**src/hw/rtl/clar_pkg.sv**
```systemverilog
// ----------------------------------------------------------------------------
// clar_pkg
// shared types and codes for the compacting list core
// ----------------------------------------------------------------------------
package clar_pkg;

  localparam logic [1:0] ST_APPENDED  = 2'd0;
  localparam logic [1:0] ST_FULL      = 2'd1;
  localparam logic [1:0] ST_REMOVED   = 2'd2;
  localparam logic [1:0] ST_NOT_FOUND = 2'd3;

  localparam logic MODE_APPEND = 1'b0;
  localparam logic MODE_REMOVE = 1'b1;

  typedef enum logic [1:0] {
    S_IDLE,
    S_SCAN,
    S_DRAIN
  } state_t;

  typedef struct packed {
    logic act;
    logic found;
  } wave_t;

endpackage

```
**src/hw/rtl/clar_cell.sv**
```systemverilog
// ----------------------------------------------------------------------------
// clar_cell
// one list slot: holds an entry, takes an appended value when it is the next
// free slot, matches the passing search wave against the key and pulls the
// upper neighbor's entry down once the match lies at or below this slot
module clar_cell #(
  parameter int IDX   = 0,
  parameter int CW    = 7,
  parameter int PW    = 6
) (
  input  logic                 clk,
  input  logic                 rst_n,
  input  logic [CW-1:0]        held_i,
  input  logic signed [31:0]   key_i,
  input  logic                 app_i,
  input  logic signed [31:0]   din_i,
  input  logic signed [31:0]   nxt_val_i,
  input  clar_pkg::wave_t      wave_i,
  input  logic [PW-1:0]        pos_i,
  output clar_pkg::wave_t      wave_o,
  output logic [PW-1:0]        pos_o,
  output logic signed [31:0]   val_o
);

  localparam logic [CW-1:0] MY_IDX = CW'(IDX);
  localparam logic [PW-1:0] MY_POS = PW'(IDX);

  logic signed [31:0] val_r, val_nxt;
  clar_pkg::wave_t    wave_r, wave_nxt;
  logic [PW-1:0]      pos_r, pos_nxt;
  logic               live;
  logic               hit;

  assign live = held_i > MY_IDX;
  assign hit  = wave_i.act & ~wave_i.found & live & (val_r == key_i);

  always_comb begin
    val_nxt = val_r;
    if (app_i && (held_i == MY_IDX)) begin
      val_nxt = din_i;
    end else if (wave_i.act && (wave_i.found || hit)) begin
      val_nxt = nxt_val_i;
    end
    wave_nxt.act   = wave_i.act;
    wave_nxt.found = wave_i.found | hit;
    pos_nxt        = hit ? MY_POS : pos_i;
  end

  always_ff @(posedge clk) begin
    if (!rst_n) begin
      wave_r <= '0;
    end else begin
      wave_r <= wave_nxt;
    end
  end

  always_ff @(posedge clk) begin
    val_r <= val_nxt;
    pos_r <= pos_nxt;
  end

  assign wave_o = wave_r;
  assign pos_o  = pos_r;
  assign val_o  = val_r;

endmodule

```
**src/hw/rtl/compacting_list_append_remove_core.sv**
```systemverilog
// ----------------------------------------------------------------------------
// compacting_list_append_remove_core
// ordered list of signed 32-bit entries with append and remove-by-value
// ----------------------------------------------------------------------------
// An append is done in the cycle it is accepted, so appends can be taken one
// per cycle while the result register drains. A remove sends a search wave
// through the row of DEPTH cells, one cell per cycle; the first matching cell
// and every cell above it pull the next entry down as the wave passes, so the
// list compacts on the fly. A remove holds the input off from its acceptance
// until its result is loaded, while the wave walks through the cell row and
// while the result side stalls. An append to a full list reports full with
// position zero; a remove with no match reports not found with position zero.
// No clearing pass is needed after reset.
// ----------------------------------------------------------------------------
module compacting_list_append_remove_core #(
  parameter int DEPTH = 64
) (
  input  logic               clk,
  input  logic               rst_n,
  input  logic               in_valid,
  output logic               in_stall,
  input  logic               in_mode,
  input  logic signed [31:0] in_value,
  output logic               out_valid,
  input  logic               out_stall,
  output logic [1:0]         out_status,
  output logic [5:0]         out_position,
  output logic [6:0]         out_count
);

  localparam int CW = $clog2(DEPTH + 1);
  localparam int PW = $clog2(DEPTH);
  localparam logic [CW-1:0] FULL_CNT = CW'(DEPTH);

  clar_pkg::state_t   state_r, state_nxt;
  logic [CW-1:0]      held_r, held_nxt;
  logic signed [31:0] key_r, key_nxt;
  logic               start_r, start_nxt;
  logic               res_found_r, res_found_nxt;
  logic [PW-1:0]      res_pos_r, res_pos_nxt;
  logic               out_valid_r, out_valid_nxt;
  logic [1:0]         out_status_r, out_status_nxt;
  logic [5:0]         out_position_r, out_position_nxt;
  logic [6:0]         out_count_r, out_count_nxt;

  logic               accept;
  logic               out_free;
  logic               app;

  logic signed [31:0] val_w  [DEPTH];
  clar_pkg::wave_t    wave_w [DEPTH];
  logic [PW-1:0]      pos_w  [DEPTH];
  clar_pkg::wave_t    wave_in;

  logic [PW+5:0]      pos_ext;
  logic [CW+6:0]      cnt_ext;

  assign out_free = ~out_valid_r | ~out_stall;
  assign in_stall = ~((state_r == clar_pkg::S_IDLE) & out_free);
  assign accept   = in_valid & ~in_stall;
  assign app      = accept & (in_mode == clar_pkg::MODE_APPEND) & (held_r != FULL_CNT);

  assign wave_in.act   = start_r;
  assign wave_in.found = 1'b0;

  for (genvar g = 0; g < DEPTH; g++) begin : g_cell
    logic signed [31:0] nxt_val;
    clar_pkg::wave_t    wave_prev;
    logic [PW-1:0]      pos_prev;

    if (g == DEPTH - 1) begin : g_top
      assign nxt_val = val_w[g];
    end else begin : g_mid
      assign nxt_val = val_w[g+1];
    end

    if (g == 0) begin : g_first
      assign wave_prev = wave_in;
      assign pos_prev  = '0;
    end else begin : g_rest
      assign wave_prev = wave_w[g-1];
      assign pos_prev  = pos_w[g-1];
    end

    clar_cell #(
      .IDX  (g),
      .CW   (CW),
      .PW   (PW)
    ) u_cell (
      .clk      (clk),
      .rst_n    (rst_n),
      .held_i   (held_r),
      .key_i    (key_r),
      .app_i    (app),
      .din_i    (in_value),
      .nxt_val_i(nxt_val),
      .wave_i   (wave_prev),
      .pos_i    (pos_prev),
      .wave_o   (wave_w[g]),
      .pos_o    (pos_w[g]),
      .val_o    (val_w[g])
    );
  end

  always_comb begin
    state_nxt        = state_r;
    held_nxt         = held_r;
    key_nxt          = key_r;
    start_nxt        = 1'b0;
    res_found_nxt    = res_found_r;
    res_pos_nxt      = res_pos_r;
    out_valid_nxt    = out_valid_r & out_stall;
    out_status_nxt   = out_status_r;
    out_position_nxt = out_position_r;
    out_count_nxt    = out_count_r;
    pos_ext          = '0;
    cnt_ext          = '0;
    case (state_r)
      clar_pkg::S_IDLE: begin
        if (accept) begin
          if (in_mode == clar_pkg::MODE_REMOVE) begin
            key_nxt   = in_value;
            start_nxt = 1'b1;
            state_nxt = clar_pkg::S_SCAN;
          end else if (held_r == FULL_CNT) begin
            cnt_ext          = (CW+7)'(held_r);
            out_valid_nxt    = 1'b1;
            out_status_nxt   = clar_pkg::ST_FULL;
            out_position_nxt = '0;
            out_count_nxt    = cnt_ext[6:0];
          end else begin
            held_nxt         = held_r + 1'b1;
            pos_ext          = (PW+6)'(held_r);
            cnt_ext          = (CW+7)'(held_nxt);
            out_valid_nxt    = 1'b1;
            out_status_nxt   = clar_pkg::ST_APPENDED;
            out_position_nxt = pos_ext[5:0];
            out_count_nxt    = cnt_ext[6:0];
          end
        end
      end
      clar_pkg::S_SCAN: begin
        if (wave_w[DEPTH-1].act) begin
          res_found_nxt = wave_w[DEPTH-1].found;
          res_pos_nxt   = pos_w[DEPTH-1];
          state_nxt     = clar_pkg::S_DRAIN;
        end
      end
      clar_pkg::S_DRAIN: begin
        if (out_free) begin
          out_valid_nxt = 1'b1;
          if (res_found_r) begin
            held_nxt         = held_r - 1'b1;
            pos_ext          = (PW+6)'(res_pos_r);
            out_status_nxt   = clar_pkg::ST_REMOVED;
            out_position_nxt = pos_ext[5:0];
          end else begin
            out_status_nxt   = clar_pkg::ST_NOT_FOUND;
            out_position_nxt = '0;
          end
          cnt_ext       = (CW+7)'(held_nxt);
          out_count_nxt = cnt_ext[6:0];
          state_nxt     = clar_pkg::S_IDLE;
        end
      end
      default: begin
        state_nxt = clar_pkg::S_IDLE;
      end
    endcase
  end

  always_ff @(posedge clk) begin
    if (!rst_n) begin
      state_r     <= clar_pkg::S_IDLE;
      held_r      <= '0;
      start_r     <= 1'b0;
      out_valid_r <= 1'b0;
    end else begin
      state_r     <= state_nxt;
      held_r      <= held_nxt;
      start_r     <= start_nxt;
      out_valid_r <= out_valid_nxt;
    end
  end

  always_ff @(posedge clk) begin
    key_r          <= key_nxt;
    res_found_r    <= res_found_nxt;
    res_pos_r      <= res_pos_nxt;
    out_status_r   <= out_status_nxt;
    out_position_r <= out_position_nxt;
    out_count_r    <= out_count_nxt;
  end

  assign out_valid    = out_valid_r;
  assign out_status   = out_status_r;
  assign out_position = out_position_r;
  assign out_count    = out_count_r;

endmodule

```
**config.mk**
```make
export PLATFORM = sky130hd
export DESIGN_NAME = compacting_list_append_remove_core
export DESIGN_NICKNAME = d
export VERILOG_FILES = /design/src/hw/rtl/clar_pkg.sv /design/src/hw/rtl/clar_cell.sv /design/src/hw/rtl/compacting_list_append_remove_core.sv
export SDC_FILE = /design/constraint.sdc
export NUM_CORES = 2
export LEC_CHECK = 0
export BUFFER_PORTS_ARGS = -buffer_cell sky130_fd_sc_hd__buf_4
export CORE_UTILIZATION = 45
export CTS_CLUSTER_DIAMETER = 200
export DETAILED_ROUTE_END_ITERATION = 10
export PLACE_DENSITY = 0.69
export SLEW_MARGIN = 20
export SYNTH_ARGS = -nofsm -noshare
export SYNTH_HDL_FRONTEND = slang
export SYNTH_SLANG_ARGS = --single-unit
```
**constraint.sdc**
```tcl
create_clock -name clk -period 8.25 [get_ports clk]
set_input_delay 0.4125 -clock clk [delete_from_list [all_inputs] [get_ports clk]]
set_output_delay 0.4125 -clock clk [all_outputs]
set_load 0.01 [all_outputs]
```
; Word-level counts from Yosys, hierarchy flattened
; Index checks and enable logic that the tools add are counted.
[classes]
n_mux = 155
eq_ne = 136
n_reduce_logical = 260
addsub = 2
n_bitwise = 327
n_lt_le_gt_ge = 64
[op_table]
columns = op, n
row1 = two-way mux 32 bit, 126
row2 = equality test 32 bit, 64
row3 = equality test 7 x 6 -> 1 bit (second input constant), 32
row4 = greater-than comparator 7 x 6 -> 1 bit (second input constant), 32
row5 = AND 1 bit, 196
row6 = nonzero test 2 bit, 64
row7 = logical AND 1 bit, 127
row8 = equality test 7 x 5 -> 1 bit (second input constant), 16
row9 = greater-than comparator 7 x 5 -> 1 bit (second input constant), 16
row10 = inverter 1 bit, 67
row11 = bitwise OR 1 bit, 64
row12 = logical OR 1 bit, 62
row13 = equality test 7 x 4 -> 1 bit (second input constant), 8
row14 = greater-than comparator 7 x 4 -> 1 bit (second input constant), 8
row15 = two-way mux 7 bit, 5
row16 = two-way mux 6 bit, 5
row17 = equality test 7 x 3 -> 1 bit (second input constant), 4
row18 = greater-than comparator 7 x 3 -> 1 bit (second input constant), 4
row19 = equality test 7 x 2 -> 1 bit (second input constant), 2
row20 = greater-than comparator 7 x 1 -> 1 bit (second input constant), 2
row21 = greater-than comparator 7 x 2 -> 1 bit (second input constant), 2
row22 = two-way mux 2 bit, 7
row23 = case mux 7 bit (2 select lines), 1
row24 = case mux 6 bit (2 select lines), 1
row25 = other kinds (18), 29
[word_totals]
input_bits = 37
word_cells = 1209
out_inout_bits = 17
register_bits = 2619

; Longest topological paths before layout
[depth]
word_depth = 8
depth_mapped = 14
depth_no_buf = 10

; Least setup slack after synthesis
; Ideal clock, no wire load.
[synth_path]
path_type = flip-flop to flip-flop
from = register held_r[1]
to = register g_cell[45].u_cell.val_r[0], enable pin
path_buffers = 2
arrival_time_ns = 4.386
required_time_ns = 7.784
path_slack_ns = 3.398
path_stages_with_launch = 10
setup_ns = 0.466
period_less_slack_ns = 4.852
path_cell_list = dfxtp_1 -> buf_2 -> clkbuf_1 -> inv_1 -> ha_1 -> nand2_1 -> o21ai_0 -> a2111oi_0 -> a41oi_1 -> o21ai_0
[synth_between]
elab_chain_len = 6
elab_cells_between_ends = 10
cone_classes = 1 x order compare / 2 x eq/ne / 3 x bitwise / 4 x reduce/logical
[synth_rtl]
columns = element, line_no
row1 = from (decl), compacting_list_append_remove_core.sv:36  ; logic [CW-1:0] held_r, held_nxt;
row2 = from (signal assigned), compacting_list_append_remove_core.sv:180  ; held_r <= held_nxt;
row3 = greater-than comparator 7 x 6 -> 1 bit, clar_cell.sv:34  ; assign live = held_i > MY_IDX;
row4 = AND 1 bit (2 in a row), clar_cell.sv:35  ; assign hit = wave_i.act & ~wave_i.found & live & (val_r == key_i);
row5 = logical OR 1 bit, clar_cell.sv:41  ; end else if (wave_i.act && (wave_i.found || hit)) begin
row6 = logical AND 1 bit, clar_cell.sv:41
row7 = nonzero test 2 bit (no line) (*), --
row8 = to (signal assigned), clar_cell.sv:58  ; val_r <= val_nxt;
row9 = to (decl), clar_cell.sv:28  ; logic signed [31:0] val_r, val_nxt;
; Every way passes the cells marked *; elsewhere a longest branch is shown, timed or not.
; A chain may end at the register's enable or synchronous reset.

; Worst setup path in the final report
[layout_path]
from = register held_r[5]
to = register g_cell[42].u_cell.val_r[21], enable pin
[layout_between]
elab_chain_len = 6
elab_cells_between_ends = 10
cone_classes = 1 x order compare / 2 x eq/ne / 3 x bitwise / 4 x reduce/logical
[layout_rtl]
columns = element, line_no
row1 = greater-than comparator 7 x 6 -> 1 bit, clar_cell.sv:34
row2 = AND 1 bit (2 in a row), clar_cell.sv:35
row3 = logical OR 1 bit, clar_cell.sv:41
row4 = logical AND 1 bit, clar_cell.sv:41
row5 = nonzero test 2 bit (no line) (*), --
row6 = to (signal assigned), clar_cell.sv:58
row7 = to (decl), clar_cell.sv:28
; Marked as above.

==> impl.org <==
** Critical path
- Most frequent cell on the critical path :: buf_4
- Traced cell by cell, the critical path runs through buf_4 > nor4b_1 > nand2_1 > nor2_4 > a21o_1 > buf_4.
- Data required time at the worst endpoint :: 8.76 ns
- Critical path class :: reg2reg
- The worst setup path is launched from a flop.
- Data on the critical path arrives at its endpoint at 5.25 ns.
- Tracing the worst setup path back leads to its startpoint at held_r[5].
- On the critical path, the stage with the largest delay is an instance of nor4b_1.
- Largest stage delay, worst path :: between 0.9 and 1 ns
- The number of buffers and inverters on the critical path is 2.
- Startpoint of the worst-slack reg-to-reg timing path :: held_r[5]
- Family with the most delay on the worst path :: simple AND/OR/NAND/NOR gates
- Maximum fanout encountered on the critical timing path :: 55
- Kind of end point of the critical path :: flop

** Timing
- Setup violations remaining at the end of the flow were counted as 0.
- Worst hold-check slack :: 0.04529 ns
- Part of the cycle the worst path needs :: between 50% and 60%
- Worst Tran Pin Value :: 1.288 ns
- Worst path setup slack after routing :: approximately 3.5 ns
- The final-report hold violation count is 0.
- For the final database, setup skew stands at between 0.06 and 0.07 ns.
- The smallest clock period supported by the final layout is computed as 4.749 ns.
- RSZ-0062 raised after global routing :: no
- Headroom to the max-slew limit came out at 13.24%.
- The number of max-slew violations in the final report was 0.
- Setup Total Neg Slack :: 0 ns
- Highest attainable clock frequency :: 210.6 MHz

** Synthesis
- Sequential cells were found to cover 56.45% of the synthesized design area.
- Prevailing post-synth register cell :: edfxtp_1
- Count of different cell masters after synthesis :: 90
- Yosys printed 0 warnings.
- The number of nets handed over by synthesis was between 9k and 10k.
- After synthesis, the share of flip-flops with an asynchronous set or reset is 0%.
- Yosys mapped a number of flops with a built-in enable equal to 2,102.
- The synthesized netlist occupies a cell area of 0.1281 mm^2.
- Per-instance average area after synthesis :: 13.82 um^2
- Synthesized instance count :: 9,275
- Synthesis inferred 2,562 register bits.

** Final layout
- Post-route non-filler standard cell count :: 13.16k
- Core occupancy in the finished layout :: 50.10%
- In the final layout, the share of cells above drive strength 1 is between 30 and 40%.
- Compared with the post-synthesis result, the final layout area differs by 10.56%.
- The finished cells cover 0.1417 mm^2.
- Area taken by multi-input logic gates :: 0.05243 mm^2
- Layout filler cell count :: 23.80k
- Layout net count :: 9,219
- Sequential standard cell area :: 0.07234 mm^2

** Pwr
- Internal power :: 21.55 mW
- After layout, the design draws a total of 28.01 mW.
- Net switching power figure :: 6.454 mW
- Part of the power in the clock network :: 45.6%
- IR analysis of the VDD net gives a maximum drop of between 0.00015 and 0.0002 V.
- In this run switching power makes up 23.05% of total power.
- Summed over all cells, the static leakage comes to roughly 47 nW.
- Share of power burned in combinational logic :: under 10%
- Reg power frac :: 49.5%
- PwrDens :: 197.7 mW/mm^2

** Clocking
- Counting along the longest clock path gives a buffer depth of 4.
- Postcts setup bufs :: 0
- Clock tree synthesis selected as its root buffer the cell clkbuf_16.
- Clock tree from TritonCTS :: built
- The clock tree synthesis step divided the H-tree into 5 levels.
- Number of clock buffers inserted by TritonCTS :: 284
- CTS resizes :: 0
- Clock slew seen by the registers of the worst setup and hold paths :: 0.06 ns
- Total clock sinks :: 2,562
- Worst skew pair latency :: approximately 0.89 ns

** Place
- Sum of net half-perimeters after detailed placement :: 292.3 mm
- The congestion estimate from routability-driven global placement came to between 1 and 1.5.
- Prior to clock tree synthesis, the placed netlist has a worst setup slack of 3.921 ns.
- Port buffer count :: 53
- After detailed placement, the total cell area comes to 0.1324 mm^2.
- Cell count after placement :: roughly 13k

** GRT
- Pin count of the biggest net entering global routing :: between 60 and 70
- The first global-routing pass estimated 631.6 mm of wire.
- Total routing resource utilization after global routing :: a little under a third
- Via count of the first global-routing pass :: just over 80k
- Antenna violations before repair :: 32
- After global routing the overflow that remains totals 0.

** Hold path
- Start point of the worst hold path :: in_mode
- HP Class :: in2reg

** Drt
- The pre-antenna-repair detailed-routing pass consisted of 6 iterations.
- DRC marker count from the first detailed-route iteration :: around 12k
- In the final routed layout, each cell accounts on average for 34.51 um.
- Detail Route Antenna Nets :: 0
- Post-detailed-route DRC marker count :: 0
- Wirelength, routed :: ~450 mm
- Number of vias after detailed routing :: 81.90k
- Via-per-instance ratio :: 6.224

** Floorplanning
- The floorplan step defined a die boundary enclosing 0.2869 mm^2.
- 54 I/O pins were placed.
- Starting density of the core :: 45.31%
- From bottom edge to top edge, the die measures 535.6 um.
- The total area inside the core boundary comes to ~0.28 mm^2.
- Row generation in the floorplan step produced 195 rows.
- From left edge to right edge, the die measures 535.6 um.

** Flow run
- Max-cap violations in this run came to 0.

** Outcome
- Run status :: completed
[repair_timing]
action,CTS,global route
hold buffers,2,0
setup endpoints to repair,0,0
endpoints found under the hold margin,2,0
[logic make-up (layout without fill, tap and decap cells)]
group           count (synthesis)  in the layout  share of synthesized area [%]
flops                        2562           2562                          56.45
xor+xnor                     2026           2026                          13.85
mux                          2020           2020                          18.01
simple gates                 1578           1578                          7.225
buf+inv                       817            942                          2.899
compound gates                267            267                          1.524
fa+ha+maj                       5              5                        0.04882
other cells                     0             16                              0
[layer usage]
layer | global-route usage, % | share of wire [%] | up-vias
met5 | 0 | 0.013 | -
met4 | 16.61 | 6.3 | 10
met3 | 6.434 | 11 | 1322
met2 | 47.84 | 44 | 5698
met1 | 41.02 | 38 | 41208
li1 | - | - | 33665
[area by class of cell]
class	count	share of cell area, %
flip-flops and latches	2562	51.06
multi-input cells	5896	37.01
clock buffers	409	5.783
well taps	3743	3.306
repair buffers	329	1.841
clock inverters	100	0.6986
inverters	104	0.2773
diodes	16	0.02826
[Yosys cell counts (all sizes together) (5+ instances only)]
master      n  area share, %
or4        13          0.076
o2111ai    10          0.068
or3        18          0.088
nand2b    112           0.55
o31a        8          0.055
clkbuf    251           0.74
a2111oi    15           0.10
nor2      166           0.50
inv       102           0.30
a211oi      7          0.045
o22ai       8          0.039
a21oi      29           0.11
edfxtp   2102             49
xnor2    1011            6.9
o211ai     10          0.062
and3       17          0.083
ha          5          0.049
nor4      332            1.7
nor4b       8          0.055
o21bai      5          0.029
mux2     2017             18
a41oi      16           0.11
or2       103           0.50
buf       462            1.9
nand3      74           0.29
nand4b      7          0.048
a21o       12          0.070
nor2b     108           0.53
and2       88           0.43
o41a       16           0.14
o311ai      7          0.048
a31oi      18          0.088
o41ai       5          0.034
and4        8          0.055
nor3       86           0.38
dfxtp     460            7.2
o31ai       7          0.041
o21ai      61           0.24
nand2     104           0.32
nand4     324            1.6
xor2     1015            6.9
[power by group through the flow]
stage	Combinational (mW)	Clock, mW	Sequential [mW]
after floorplan	0.698	0	14.1
after global placement	1.33	0	14.1
after detailed placement	1.34	0	14.1
after CTS	1.34	12.8	13.9
after global routing	1.39	13.3	13.8
final	1.40	12.8	13.8
[state kept, by name, summed over array words and instances, names as in the netlist]
name                  flops
start_r                   1
out_status                2
state_r                   2
res_found_r               1
g_cell.u_cell.pos_o     321
out_count                 7
out_position              6
out_valid                 1
held_r                    7
res_pos_r                 6
key_r                    32
g_cell.u_cell.wave_o    128
g_cell.u_cell.val_o    2048
[final timing paths]
kind	cells after the start	end	slack [ns]
worst min register to register	1	g_cell[61].u_cell.pos_o[5]	0.40
worst min-delay path	3	start_r	0.05
worst max register to register	6	g_cell[42].u_cell.val_o[21]	3.50
worst max-delay path	6	g_cell[42].u_cell.val_o[21]	3.50
[placed cells by master (no fill, tap or decap), types with 108 or more instances in the layout]
master,Yosys,layout
clkbuf_16,0,298
nor4_1,327,322
buf_4,17,316
nor2b_1,108,108
xnor2_1,1011,1011
nand4_1,324,324
nor2_1,162,149
edfxtp_1,2102,2102
mux2_2,1892,1892
dfxtp_1,460,454
xor2_1,1015,1015
nand2b_1,112,112
[worst min-delay path, cell delays in order]
cell and delay, ns:
buf_4 0.12, nand2_1 0.20, nor3_1 0.11
Note: power is estimated with default switching activity, not from simulation.
